**src/rtl/iea_pkg.sv**
```systemverilog
// Package with request/result types, opcodes, status codes and state enums.
package iea_pkg;
    localparam int unsigned DataWidth = 64;
    localparam int unsigned W = 64;

    typedef enum logic [4:0] {
        OP_ADD = 5'd0, OP_SUB = 5'd1, OP_MUL = 5'd2, OP_DIV = 5'd3, OP_MOD = 5'd4,
        OP_POW = 5'd5, OP_NEG = 5'd6, OP_EQ = 5'd7, OP_NE = 5'd8, OP_LT = 5'd9,
        OP_LE = 5'd10, OP_GT = 5'd11, OP_GE = 5'd12, OP_AND = 5'd13, OP_OR = 5'd14,
        OP_NOT = 5'd15, OP_RUP = 5'd16, OP_GCD = 5'd17, OP_LCM = 5'd18,
        OP_ABS = 5'd19, OP_SEL = 5'd20, OP_NZ = 5'd21
    } t_op;

    localparam logic [1:0] ST_OK = 2'd0;
    localparam logic [1:0] ST_DIVZ = 2'd1;
    localparam logic [1:0] ST_DOMAIN = 2'd2;

    typedef struct packed {
        logic [4:0] mode;
        logic signed [W-1:0] operand_a;
        logic signed [W-1:0] operand_b;
        logic condition;
    } t_req;

    typedef struct packed {
        logic signed [W-1:0] result;
        logic [1:0] status;
    } t_rsp;

    // Classified work handed from the front to the back.
    typedef enum logic [2:0] {
        K_DONE, K_MUL, K_DIV, K_POW, K_RUP, K_GCD
    } t_kind;

    typedef struct packed {
        t_kind kind;
        logic [4:0] mode;
        logic [W-1:0] a;
        logic [W-1:0] b;
        logic [W-1:0] res;
        logic [1:0] status;
    } t_job;

    typedef enum logic [3:0] {
        S_IDLE, S_MUL, S_DIVSET, S_DIV, S_DIVFIX, S_POWSQ, S_RUPMUL, S_GCDDIV,
        S_LCMMUL, S_OUT
    } t_state;
endpackage

```
**src/rtl/iea_front.sv**
```systemverilog
// Front end: sign-reduces operands, finishes simple ops, classifies the rest.
module iea_front #(
    parameter int unsigned DATA_WIDTH = iea_pkg::DataWidth
) (
    input  logic           i_clk,
    input  logic           i_rst_n,
    input  logic           i_valid,
    output logic           o_ready,
    input  iea_pkg::t_req  i_req,
    output logic           o_valid,
    input  logic           i_ready,
    output iea_pkg::t_job  o_job
);
    localparam int unsigned W = iea_pkg::W;
    logic          r_valid, n_valid;
    iea_pkg::t_job r_job, n_job;
    logic [W-1:0]  a, b, s;
    logic          ta, tb, lt_ab, lt_ba;

    function automatic logic [W-1:0] sxw(input logic [W-1:0] x);
        logic [W-1:0] m;
        m = {W{1'b1}} >> (W - DATA_WIDTH);
        x = x & m;
        return (x ^ (m ^ (m >> 1))) - (m ^ (m >> 1));
    endfunction

    assign o_ready = !r_valid || i_ready;
    assign o_valid = r_valid;
    assign o_job = r_job;

    always_comb begin
        a = sxw(i_req.operand_a);
        b = sxw(i_req.operand_b);
        ta = a != '0;
        tb = b != '0;
        lt_ab = $signed(a) < $signed(b);
        lt_ba = $signed(b) < $signed(a);
        s = '0;
        n_job.kind = iea_pkg::K_DONE;
        n_job.mode = i_req.mode;
        n_job.a = a;
        n_job.b = b;
        n_job.res = '0;
        n_job.status = iea_pkg::ST_OK;
        unique case (i_req.mode)
            iea_pkg::OP_ADD: n_job.res = sxw(a + b);
            iea_pkg::OP_SUB: n_job.res = sxw(a - b);
            iea_pkg::OP_MUL: n_job.kind = iea_pkg::K_MUL;
            iea_pkg::OP_DIV, iea_pkg::OP_MOD: begin
                if (!tb) n_job.status = iea_pkg::ST_DIVZ;
                else n_job.kind = iea_pkg::K_DIV;
            end
            iea_pkg::OP_POW: begin
                if (b[W-1] || !tb) n_job.res = W'(1);
                else n_job.kind = iea_pkg::K_POW;
            end
            iea_pkg::OP_NEG: n_job.res = sxw(-a);
            iea_pkg::OP_EQ: n_job.res = W'(a == b);
            iea_pkg::OP_NE: n_job.res = W'(a != b);
            iea_pkg::OP_LT: n_job.res = W'(lt_ab);
            iea_pkg::OP_LE: n_job.res = W'(!lt_ba);
            iea_pkg::OP_GT: n_job.res = W'(lt_ba);
            iea_pkg::OP_GE: n_job.res = W'(!lt_ab);
            iea_pkg::OP_AND: n_job.res = W'(ta && tb);
            iea_pkg::OP_OR: n_job.res = W'(ta || tb);
            iea_pkg::OP_NOT: n_job.res = W'(!ta);
            iea_pkg::OP_RUP: begin
                if (b[W-1] || !tb) begin
                    n_job.status = iea_pkg::ST_DOMAIN;
                end else begin
                    s = sxw(a + b - W'(1));
                    n_job.a = s;
                    n_job.kind = iea_pkg::K_RUP;
                end
            end
            iea_pkg::OP_GCD, iea_pkg::OP_LCM: begin
                if (a[W-1] || !ta || b[W-1] || !tb) n_job.status = iea_pkg::ST_DOMAIN;
                else n_job.kind = iea_pkg::K_GCD;
            end
            iea_pkg::OP_ABS: n_job.res = a[W-1] ? sxw(-a) : a;
            iea_pkg::OP_SEL: n_job.res = i_req.condition ? a : b;
            iea_pkg::OP_NZ: n_job.res = W'(ta);
            default: n_job.res = '0;
        endcase
    end

    always_comb begin
        n_valid = r_valid;
        if (i_ready) n_valid = 1'b0;
        if (i_valid && o_ready) n_valid = 1'b1;
    end

    always_ff @(posedge i_clk) begin
        if (!i_rst_n) begin
            r_valid <= 1'b0;
        end else begin
            r_valid <= n_valid;
        end
        if (i_valid && o_ready) r_job <= n_job;
    end
endmodule

```
**src/rtl/iea_mul.sv**
```systemverilog
// Multi-cycle wrapping multiplier: 16x64 partial product per cycle.
module iea_mul (
    input  logic                     i_clk,
    input  logic                     i_rst_n,
    input  logic                     i_start,
    input  logic [iea_pkg::W-1:0]    i_x,
    input  logic [iea_pkg::W-1:0]    i_y,
    output logic                     o_done,
    output logic [iea_pkg::W-1:0]    o_p
);
    localparam int unsigned W = iea_pkg::W;
    logic [W-1:0] r_acc, r_x, r_y;
    logic [2:0]   r_cnt;
    logic         r_busy, r_done;
    logic [W-1:0] pp;

    assign pp = r_x * W'(r_y[15:0]);
    assign o_done = r_done;
    assign o_p = r_acc;

    always_ff @(posedge i_clk) begin
        if (!i_rst_n) begin
            r_busy <= 1'b0;
            r_done <= 1'b0;
            r_cnt <= '0;
        end else begin
            r_done <= 1'b0;
            if (i_start) begin
                r_busy <= 1'b1;
                r_cnt <= '0;
            end else if (r_busy) begin
                r_cnt <= r_cnt + 3'd1;
                if (r_cnt == 3'd3) begin
                    r_busy <= 1'b0;
                    r_done <= 1'b1;
                end
            end
        end
        if (i_start) begin
            r_acc <= '0;
            r_x <= i_x;
            r_y <= i_y;
        end else if (r_busy) begin
            r_acc <= r_acc + pp;
            r_x <= r_x << 16;
            r_y <= r_y >> 16;
        end
    end
endmodule

```
**src/rtl/iea_back.sv**
```systemverilog
// Back end: sequencer running multiply, divide, modulo, power, round-up, gcd and lcm on shared units.
module iea_back #(
    parameter int unsigned DATA_WIDTH = iea_pkg::DataWidth
) (
    input  logic           i_clk,
    input  logic           i_rst_n,
    input  logic           i_valid,
    output logic           o_ready,
    input  iea_pkg::t_job  i_job,
    output logic           o_valid,
    input  logic           i_ready,
    output iea_pkg::t_rsp  o_rsp
);
    localparam int unsigned W = iea_pkg::W;
    iea_pkg::t_state r_st, n_st;
    iea_pkg::t_job   r_job;
    logic [W-1:0]    r_x, r_y, r_q, r_rem, r_acc, r_res;
    logic [6:0]      r_i;
    logic            r_neg_q, r_neg_r;
    logic            mul_start, mul_done;
    logic [W-1:0]    mul_x, mul_y, mul_p;
    logic [W:0]      trial;
    logic [W-1:0]    rem_sh;
    logic            in_take;

    function automatic logic [W-1:0] sxw(input logic [W-1:0] x);
        logic [W-1:0] m;
        m = {W{1'b1}} >> (W - DATA_WIDTH);
        x = x & m;
        return (x ^ (m ^ (m >> 1))) - (m ^ (m >> 1));
    endfunction

    iea_mul u_mul (
        .i_clk(i_clk), .i_rst_n(i_rst_n), .i_start(mul_start),
        .i_x(mul_x), .i_y(mul_y), .o_done(mul_done), .o_p(mul_p)
    );

    assign o_ready = r_st == iea_pkg::S_IDLE;
    assign in_take = i_valid && o_ready;
    assign o_valid = r_st == iea_pkg::S_OUT;
    assign o_rsp.result = r_res;
    assign o_rsp.status = r_job.status;
    assign rem_sh = {r_rem[W-2:0], r_q[W-1]};
    assign trial = {1'b0, rem_sh} - {1'b0, r_y};

    // Next state.
    always_comb begin
        n_st = r_st;
        unique case (r_st)
            iea_pkg::S_IDLE: if (i_valid) begin
                unique case (i_job.kind)
                    iea_pkg::K_DONE: n_st = iea_pkg::S_OUT;
                    iea_pkg::K_MUL: n_st = iea_pkg::S_MUL;
                    iea_pkg::K_POW: n_st = iea_pkg::S_POWSQ;
                    default: n_st = iea_pkg::S_DIVSET;
                endcase
            end
            iea_pkg::S_MUL: if (mul_done) begin
                priority if (r_job.kind == iea_pkg::K_POW) n_st = iea_pkg::S_POWSQ;
                else n_st = iea_pkg::S_OUT;
            end
            iea_pkg::S_POWSQ: if (mul_done) begin
                priority if (r_y == '0) n_st = iea_pkg::S_OUT;
                else if (r_y[0]) n_st = iea_pkg::S_MUL;
                else n_st = iea_pkg::S_POWSQ;
            end
            iea_pkg::S_DIVSET: n_st = iea_pkg::S_DIV;
            iea_pkg::S_DIV: if (r_i == 7'd0) n_st = iea_pkg::S_DIVFIX;
            iea_pkg::S_DIVFIX: begin
                priority case (r_job.kind)
                    iea_pkg::K_RUP: n_st = iea_pkg::S_RUPMUL;
                    iea_pkg::K_GCD: n_st = iea_pkg::S_GCDDIV;
                    default: n_st = iea_pkg::S_OUT;
                endcase
            end
            iea_pkg::S_RUPMUL: if (mul_done) n_st = iea_pkg::S_OUT;
            iea_pkg::S_GCDDIV: begin
                priority if (r_rem == '0 && r_job.mode == iea_pkg::OP_LCM)
                    n_st = iea_pkg::S_LCMMUL;
                else if (r_rem == '0) n_st = iea_pkg::S_OUT;
                else n_st = iea_pkg::S_DIVSET;
            end
            iea_pkg::S_LCMMUL: if (mul_done) n_st = iea_pkg::S_DIVSET;
            iea_pkg::S_OUT: if (i_ready) n_st = iea_pkg::S_IDLE;
            default: n_st = iea_pkg::S_IDLE;
        endcase
    end

    // Multiplier launches.
    always_comb begin
        mul_start = 1'b0;
        mul_x = r_x;
        mul_y = r_x;
        unique case (r_st)
            iea_pkg::S_IDLE: begin
                mul_start = in_take && (i_job.kind == iea_pkg::K_MUL
                                        || i_job.kind == iea_pkg::K_POW);
                mul_x = i_job.a;
                mul_y = i_job.kind == iea_pkg::K_POW ? W'(1) : i_job.b;
            end
            iea_pkg::S_MUL: begin
                mul_start = mul_done && r_job.kind == iea_pkg::K_POW;
                mul_x = r_x;
                mul_y = r_x;
            end
            iea_pkg::S_POWSQ: begin
                // the base just produced feeds the next multiply or square
                mul_start = mul_done && r_y != '0;
                mul_x = r_y[0] ? r_acc : mul_p;
                mul_y = mul_p;
            end
            iea_pkg::S_DIVFIX: begin
                mul_start = r_job.kind == iea_pkg::K_RUP;
                mul_x = r_neg_q ? -r_q : r_q;
                mul_y = r_job.b;
            end
            iea_pkg::S_GCDDIV: begin
                mul_start = r_rem == '0 && r_job.mode == iea_pkg::OP_LCM;
                mul_x = r_job.a;
                mul_y = r_job.b;
            end
            default: mul_start = 1'b0;
        endcase
    end

    always_ff @(posedge i_clk) begin
        if (!i_rst_n) begin
            r_st <= iea_pkg::S_IDLE;
        end else begin
            r_st <= n_st;
        end
        unique case (r_st)
            iea_pkg::S_IDLE: if (in_take) begin
                r_job <= i_job;
                r_res <= i_job.res;
                r_x <= i_job.a;
                r_y <= i_job.b;
                r_acc <= W'(1);
            end
            iea_pkg::S_MUL: if (mul_done) begin
                r_res <= sxw(mul_p);
                r_acc <= mul_p;
                r_y <= r_y >> 1;
            end
            iea_pkg::S_POWSQ: if (mul_done) begin
                // first pass carries the initial base through (x*1)
                r_x <= mul_p;
                r_res <= sxw(r_acc);
                if (r_y != '0 && !r_y[0]) r_y <= r_y >> 1;
            end
            iea_pkg::S_DIVSET: begin
                r_neg_r <= r_x[W-1];
                r_neg_q <= r_x[W-1] ^ r_y[W-1];
                r_q <= r_x[W-1] ? -r_x : r_x;
                r_y <= r_y[W-1] ? -r_y : r_y;
                r_rem <= '0;
                r_i <= 7'(W - 1);
            end
            iea_pkg::S_DIV: begin
                r_i <= r_i - 7'd1;
                if (!trial[W]) r_rem <= trial[W-1:0];
                else r_rem <= rem_sh;
                r_q <= {r_q[W-2:0], !trial[W]};
            end
            iea_pkg::S_DIVFIX: begin
                if (r_job.mode == iea_pkg::OP_MOD) r_res <= sxw(r_neg_r ? -r_rem : r_rem);
                else r_res <= sxw(r_neg_q ? -r_q : r_q);
                if (r_job.kind == iea_pkg::K_GCD) begin
                    r_x <= r_y;
                    r_y <= r_rem;
                end
            end
            iea_pkg::S_GCDDIV: if (r_rem == '0) begin
                r_res <= r_x;
                r_acc <= r_x;
            end
            iea_pkg::S_LCMMUL: if (mul_done) begin
                r_x <= sxw(mul_p);
                r_y <= r_acc;
                r_job.kind <= iea_pkg::K_DONE;
            end
            iea_pkg::S_RUPMUL: if (mul_done) r_res <= sxw(mul_p);
            default: r_i <= r_i;
        endcase
    end
endmodule

```
**src/rtl/integer_expression_alu.sv**
```systemverilog
// Top level of the signed integer ALU: front classifier, job queue, back sequencer.
//  - Requests enter on i_req_valid/o_req_ready with a t_req payload
//    (mode, operand_a, operand_b, condition); results leave on
//    o_rsp_valid/i_rsp_ready with a t_rsp payload (result, status).
//  - Simple ops (add, compares, logic, select and the like) finish in the
//    front; the back only presents the result from its S_OUT state.
//  - Multiply uses a 16x64 partial-product unit.
//  - Divide and modulo use a 64-step restoring divider at any DATA_WIDTH,
//    one quotient bit per cycle; round-up adds a multiply.
//  - Power runs 1 + n + p multiplies (n exponent bits, p of them set);
//    an exponent <= 0 finishes in the front.
//  - Gcd runs a divide and a check state per Euclid step; lcm adds a
//    multiply and a final division.
//  - The back works on one request at a time; the front holds one more, so
//    a new request is taken while a result still waits. The back takes a
//    new job only from its idle state, after its result has left.
//  - Reset (synchronous, active low) empties both stages; no clearing pass.
//  - A stalled receiver holds the result and, once the front is full,
//    deasserts o_req_ready.
module integer_expression_alu #(
    parameter int unsigned DATA_WIDTH = iea_pkg::DataWidth
) (
    input  logic          i_clk,
    input  logic          i_rst_n,
    input  logic          i_req_valid,
    output logic          o_req_ready,
    input  iea_pkg::t_req i_req,
    output logic          o_rsp_valid,
    input  logic          i_rsp_ready,
    output iea_pkg::t_rsp o_rsp
);
    // front to back queue entry
    logic          job_valid, job_ready;
    iea_pkg::t_job job;

    iea_front #(.DATA_WIDTH(DATA_WIDTH)) u_front (
        .i_clk(i_clk), .i_rst_n(i_rst_n),
        .i_valid(i_req_valid), .o_ready(o_req_ready), .i_req(i_req),
        .o_valid(job_valid), .i_ready(job_ready), .o_job(job)
    );

    iea_back #(.DATA_WIDTH(DATA_WIDTH)) u_back (
        .i_clk(i_clk), .i_rst_n(i_rst_n),
        .i_valid(job_valid), .o_ready(job_ready), .i_job(job),
        .o_valid(o_rsp_valid), .i_ready(i_rsp_ready), .o_rsp(o_rsp)
    );
endmodule

```
**config.mk**
```make
export PLATFORM = sky130hd
export DESIGN_NAME = integer_expression_alu
export DESIGN_NICKNAME = d
export VERILOG_FILES = /design/src/rtl/iea_pkg.sv /design/src/rtl/iea_front.sv /design/src/rtl/iea_mul.sv /design/src/rtl/iea_back.sv /design/src/rtl/integer_expression_alu.sv
export SDC_FILE = /design/constraint.sdc
export NUM_CORES = 2
export LEC_CHECK = 0
export ABC_CLOCK_PERIOD_IN_PS = 14300
export BUFFER_PORTS_ARGS = -buffer_cell sky130_fd_sc_hd__buf_2
export CORE_MARGIN = 5
export CORE_UTILIZATION = 30
export CTS_BUF_LIST = sky130_fd_sc_hd__clkbuf_2
export DETAILED_ROUTE_END_ITERATION = 10
export GPL_ROUTABILITY_DRIVEN = 1
export PLACE_DENSITY_LB_ADDON = 0.12
export SYNTH_ARGS = -nofsm -noshare
export SYNTH_HDL_FRONTEND = slang
export SYNTH_HIERARCHICAL = 1
export SYNTH_SLANG_ARGS = --single-unit
```
**constraint.sdc**
```tcl
create_clock -name i_clk -period 14.3 [get_ports i_clk]
set_input_delay 0.715 -clock i_clk [delete_from_list [all_inputs] [get_ports i_clk]]
set_output_delay 0.715 -clock i_clk [all_outputs]
set_load 0.02 [all_outputs]
```
==> metrics.txt <==
main combinational cell family by area after synthesis=adder cells; first-pass GRT wire length=617000 µm; Main synth FF type=edfxtp_1; post-synthesis mux area share=0.0298; initial antenna violation count=15; Worst Setup Start Kind=flip-flop; Hold Path End=u_front/o_job[133]$_DFFE_PP_; clk_lat worst skew=1.60 ns; r2r setup slk=6.35 ns; R2R Path Start=u_back/u_mul/r_y[2]$_DFFE_PP_; hold_sp=i_req[68]; CP Class=reg2reg; post-synthesis simple-gate area fraction=0.167; port bufs=205; Post-synth EDFFs=861; synthesized cell area=95300 µm²; register bit total from synthesis=935; register area share after synthesis=0.287; final core occ=0.332; CTS sink cnt=935; 1st-iter DRT viols=9017; Synth Area in Compound Gates=0.169; FMAX=126 MHz; core footprint=317000 µm²; I/O pins=206; vias=84400; CP arrival=9.28 ns; count of pins over their slew limit=0; Avg Synthesized Cell Area=8.93 µm²; total congestion overflow=0; layout cell share with drive strength beyond 1=0.0899; HPWL after DPL=328000 µm; Least-Margin Pin Slew=1.19 ns; worst-path maximum fanout=47; H-tree levels=4; slew margin rel.=0.204; pin count of the biggest net entering global routing=160; GR Util All Layers=0.253; RSZ-0062 raised after global routing=false; Area Overhead vs Synth=10.4%; Async SR Flop Fraction=0; post-synthesis xor/xnor area fraction=0.0479; Synth area leader=edfxtp_1; TritonRoute pass-1 iters=7; Die W=574 µm; final setup fails=0; DRC=0; final WL=430000 µm; setup TNS=0 ns; die height=574 µm; Unique masters post-synth=126; remaining antenna violation count after routing=0; CTS Buf Count=240; Final period util=0.556; Syn Inst Count=10700; post-route insts no fill=15300; vias per cell=5.53; number of global-route vias before repair=84300; Final nets=12200; Fin. Hold Viols=0; Placed Cells=14600; CTS tree=done; synth warn=6; number of cells on the worst hold path=4; synth top area cells=edfxtp_1 27%, fa_1 17%, nand2_1 6.0%; Synth top area share=0.271; Cell Rows=207; HP Class=in2reg; root buffer cell=clkbuf_2; Synthesized Nets=12000; RePlAce Congestion=0.931; Period minus WS final=7.95 ns; Layout Skew=0.189 ns; r2r endpoint=u_back/u_mul/o_p[61]$_SDFFE_PP0P_; number of max-cap violations=0; Post-Synth Adder-Cell Area=0.220; Max clock buf depth=4; run status=complete, no violations; critical path data required time=15.62 ns; Avg WL per Cell=28.2 µm; CP Capture Type=flip-flop; CTS clk-pin slew, worst paths=0.10 ns; worst reg2reg path depth=23; Die ar.=329000 µm²; initial core utilization=0.300
synthesized netlist by cell type, types with 187 or more instances:
master    number
a21oi_1      474
and2_1       329
clkbuf_1     538
edfxtp_1     861
fa_1         817
ha_1         366
inv_1       1358
nand2_1     1531
nand3_1      217
nor2_1       628
o21ai_0      454
xnor2_1      333
xor2_1       187
layout by cell type (no fill, tap or decap), types with 137 or more instances in the layout:
| cell type | Yosys | final |
|---|---|---|
| a21oi_1 | 474 | 471 |
| a22oi_1 | 137 | 137 |
| a31oi_1 | 140 | 140 |
| and2_1 | 329 | 325 |
| buf_2 | 34 | 205 |
| buf_4 | 7 | 153 |
| clkbuf_2 | 2 | 333 |
| dlygate4sd3_1 | 0 | 244 |
| edfxtp_1 | 861 | 861 |
| fa_1 | 817 | 817 |
| ha_1 | 366 | 366 |
| inv_1 | 1358 | 1357 |
| mux2i_1 | 165 | 165 |
| nand2_1 | 1531 | 1524 |
| nand3_1 | 217 | 214 |
| nor2_1 | 628 | 615 |
| o21ai_0 | 454 | 454 |
| xnor2_1 | 333 | 333 |
| xor2_1 | 187 | 187 |
per-layer routing:
layer | share of wire | GRT usage
met1 | 0.44 | 0.356
met2 | 0.44 | 0.395
met3 | 0.067 | 0.0285
met4 | 0.048 | 0.105
met5 | 0.000093 | 0
sequential cells by signal, indices dropped and copies added (netlist names):
signal	count
u_back/o_rsp	2
u_back/r_acc	64
u_back/r_i	7
u_back/r_job	136
u_back/r_neg_q	1
u_back/r_neg_r	1
u_back/r_q	64
u_back/r_rem	64
u_back/r_res	64
u_back/r_st	4
u_back/r_x	64
u_back/r_y	64
u_back/u_mul/o_done	1
u_back/u_mul/o_p	64
u_back/u_mul/r_busy	1
u_back/u_mul/r_cnt	3
u_back/u_mul/r_x	64
u_back/u_mul/r_y	64
u_front/o_job	202
u_front/o_valid	1
worst max-delay path, stage by stage, from the launching register on:
cell and delay, ns:
edfxtp_1 0.77, buf_4 0.60, nand2_1 0.16, fa_1 0.56
inv_1 0.06, fa_1 0.53, inv_1 0.05, fa_1 0.49
inv_1 0.05, fa_1 0.45, fa_1 0.53, inv_1 0.05
fa_1 0.48, inv_1 0.05, ha_1 0.48, a21oi_1 0.11
o21ai_1 0.42, o2111ai_1 0.23, a21oi_1 0.37, nor2b_1 0.29
a31oi_2 0.17, o21ai_1 0.19, or4b_1 0.46, o311ai_1 0.11
timing repair:
item	4_1_cts	5_1_grt
endpoints found under the hold margin	283	0
resized for setup	0	0
buffers inserted	0	0
hold buffers	244	0
worst max-delay path by stage:
stage	slack, ns	endpoint	startpoint	cells past startpoint
2_1_floorplan	2.23	u_back/u_mul/r_x[0]$_SDFFCE_PN0P_	u_back/r_st[1]$_SDFFE_PN0P_	11
3_3_place_gp	6.42	u_back/u_mul/o_p[60]$_SDFFE_PP0P_	u_back/u_mul/r_y[2]$_DFFE_PP_	22
3_5_place_dp	6.32	u_back/u_mul/o_p[60]$_SDFFE_PP0P_	u_back/u_mul/r_y[2]$_DFFE_PP_	22
4_1_cts	6.31	u_back/u_mul/o_p[61]$_SDFFE_PP0P_	u_back/u_mul/r_y[2]$_DFFE_PP_	23
5_1_grt	5.83	u_back/u_mul/o_p[61]$_SDFFE_PP0P_	u_back/u_mul/r_y[2]$_DFFE_PP_	23
6_report	6.35	u_back/u_mul/o_p[61]$_SDFFE_PP0P_	u_back/u_mul/r_y[2]$_DFFE_PP_	23
cell type report:
type	instances	area, µm²
Inverter	1373	5160
Clock buffer	333	1670
Antenna cell	19	47.5
Sequential cell	935	27300
Timing Repair Buffer	606	4700
Fill cell	33200	212000
Multi-Input combinational cell	7728	60600
Tap cell	4180	5230
Clock inverter	95	482
cell families after synthesis:
kind of cell               after synthesis
DFF                                    935
muxes                                  271
and+or+nand+nor                       3415
xor gates and xnor gates               521
adders and majority gates             1183
buffers and inverters                 2011
AOI/OAI and AO/OA                     2338
per-stage QoR:
stage               area [µm²]  hold WS [ns]  worst slack (ns)
finish                  105000         0.268              6.35
global route            105000         0.111              5.83
CTS                     105000       0.00140              6.31
detailed placement      101000         0.409              6.32
global placement        101000         0.407              6.42
floorplan                95300         0.400              2.23
Power is left out: the tool's default activity adds up to more than one toggle a clock period on the data nets, which glitch-free logic cannot reach.
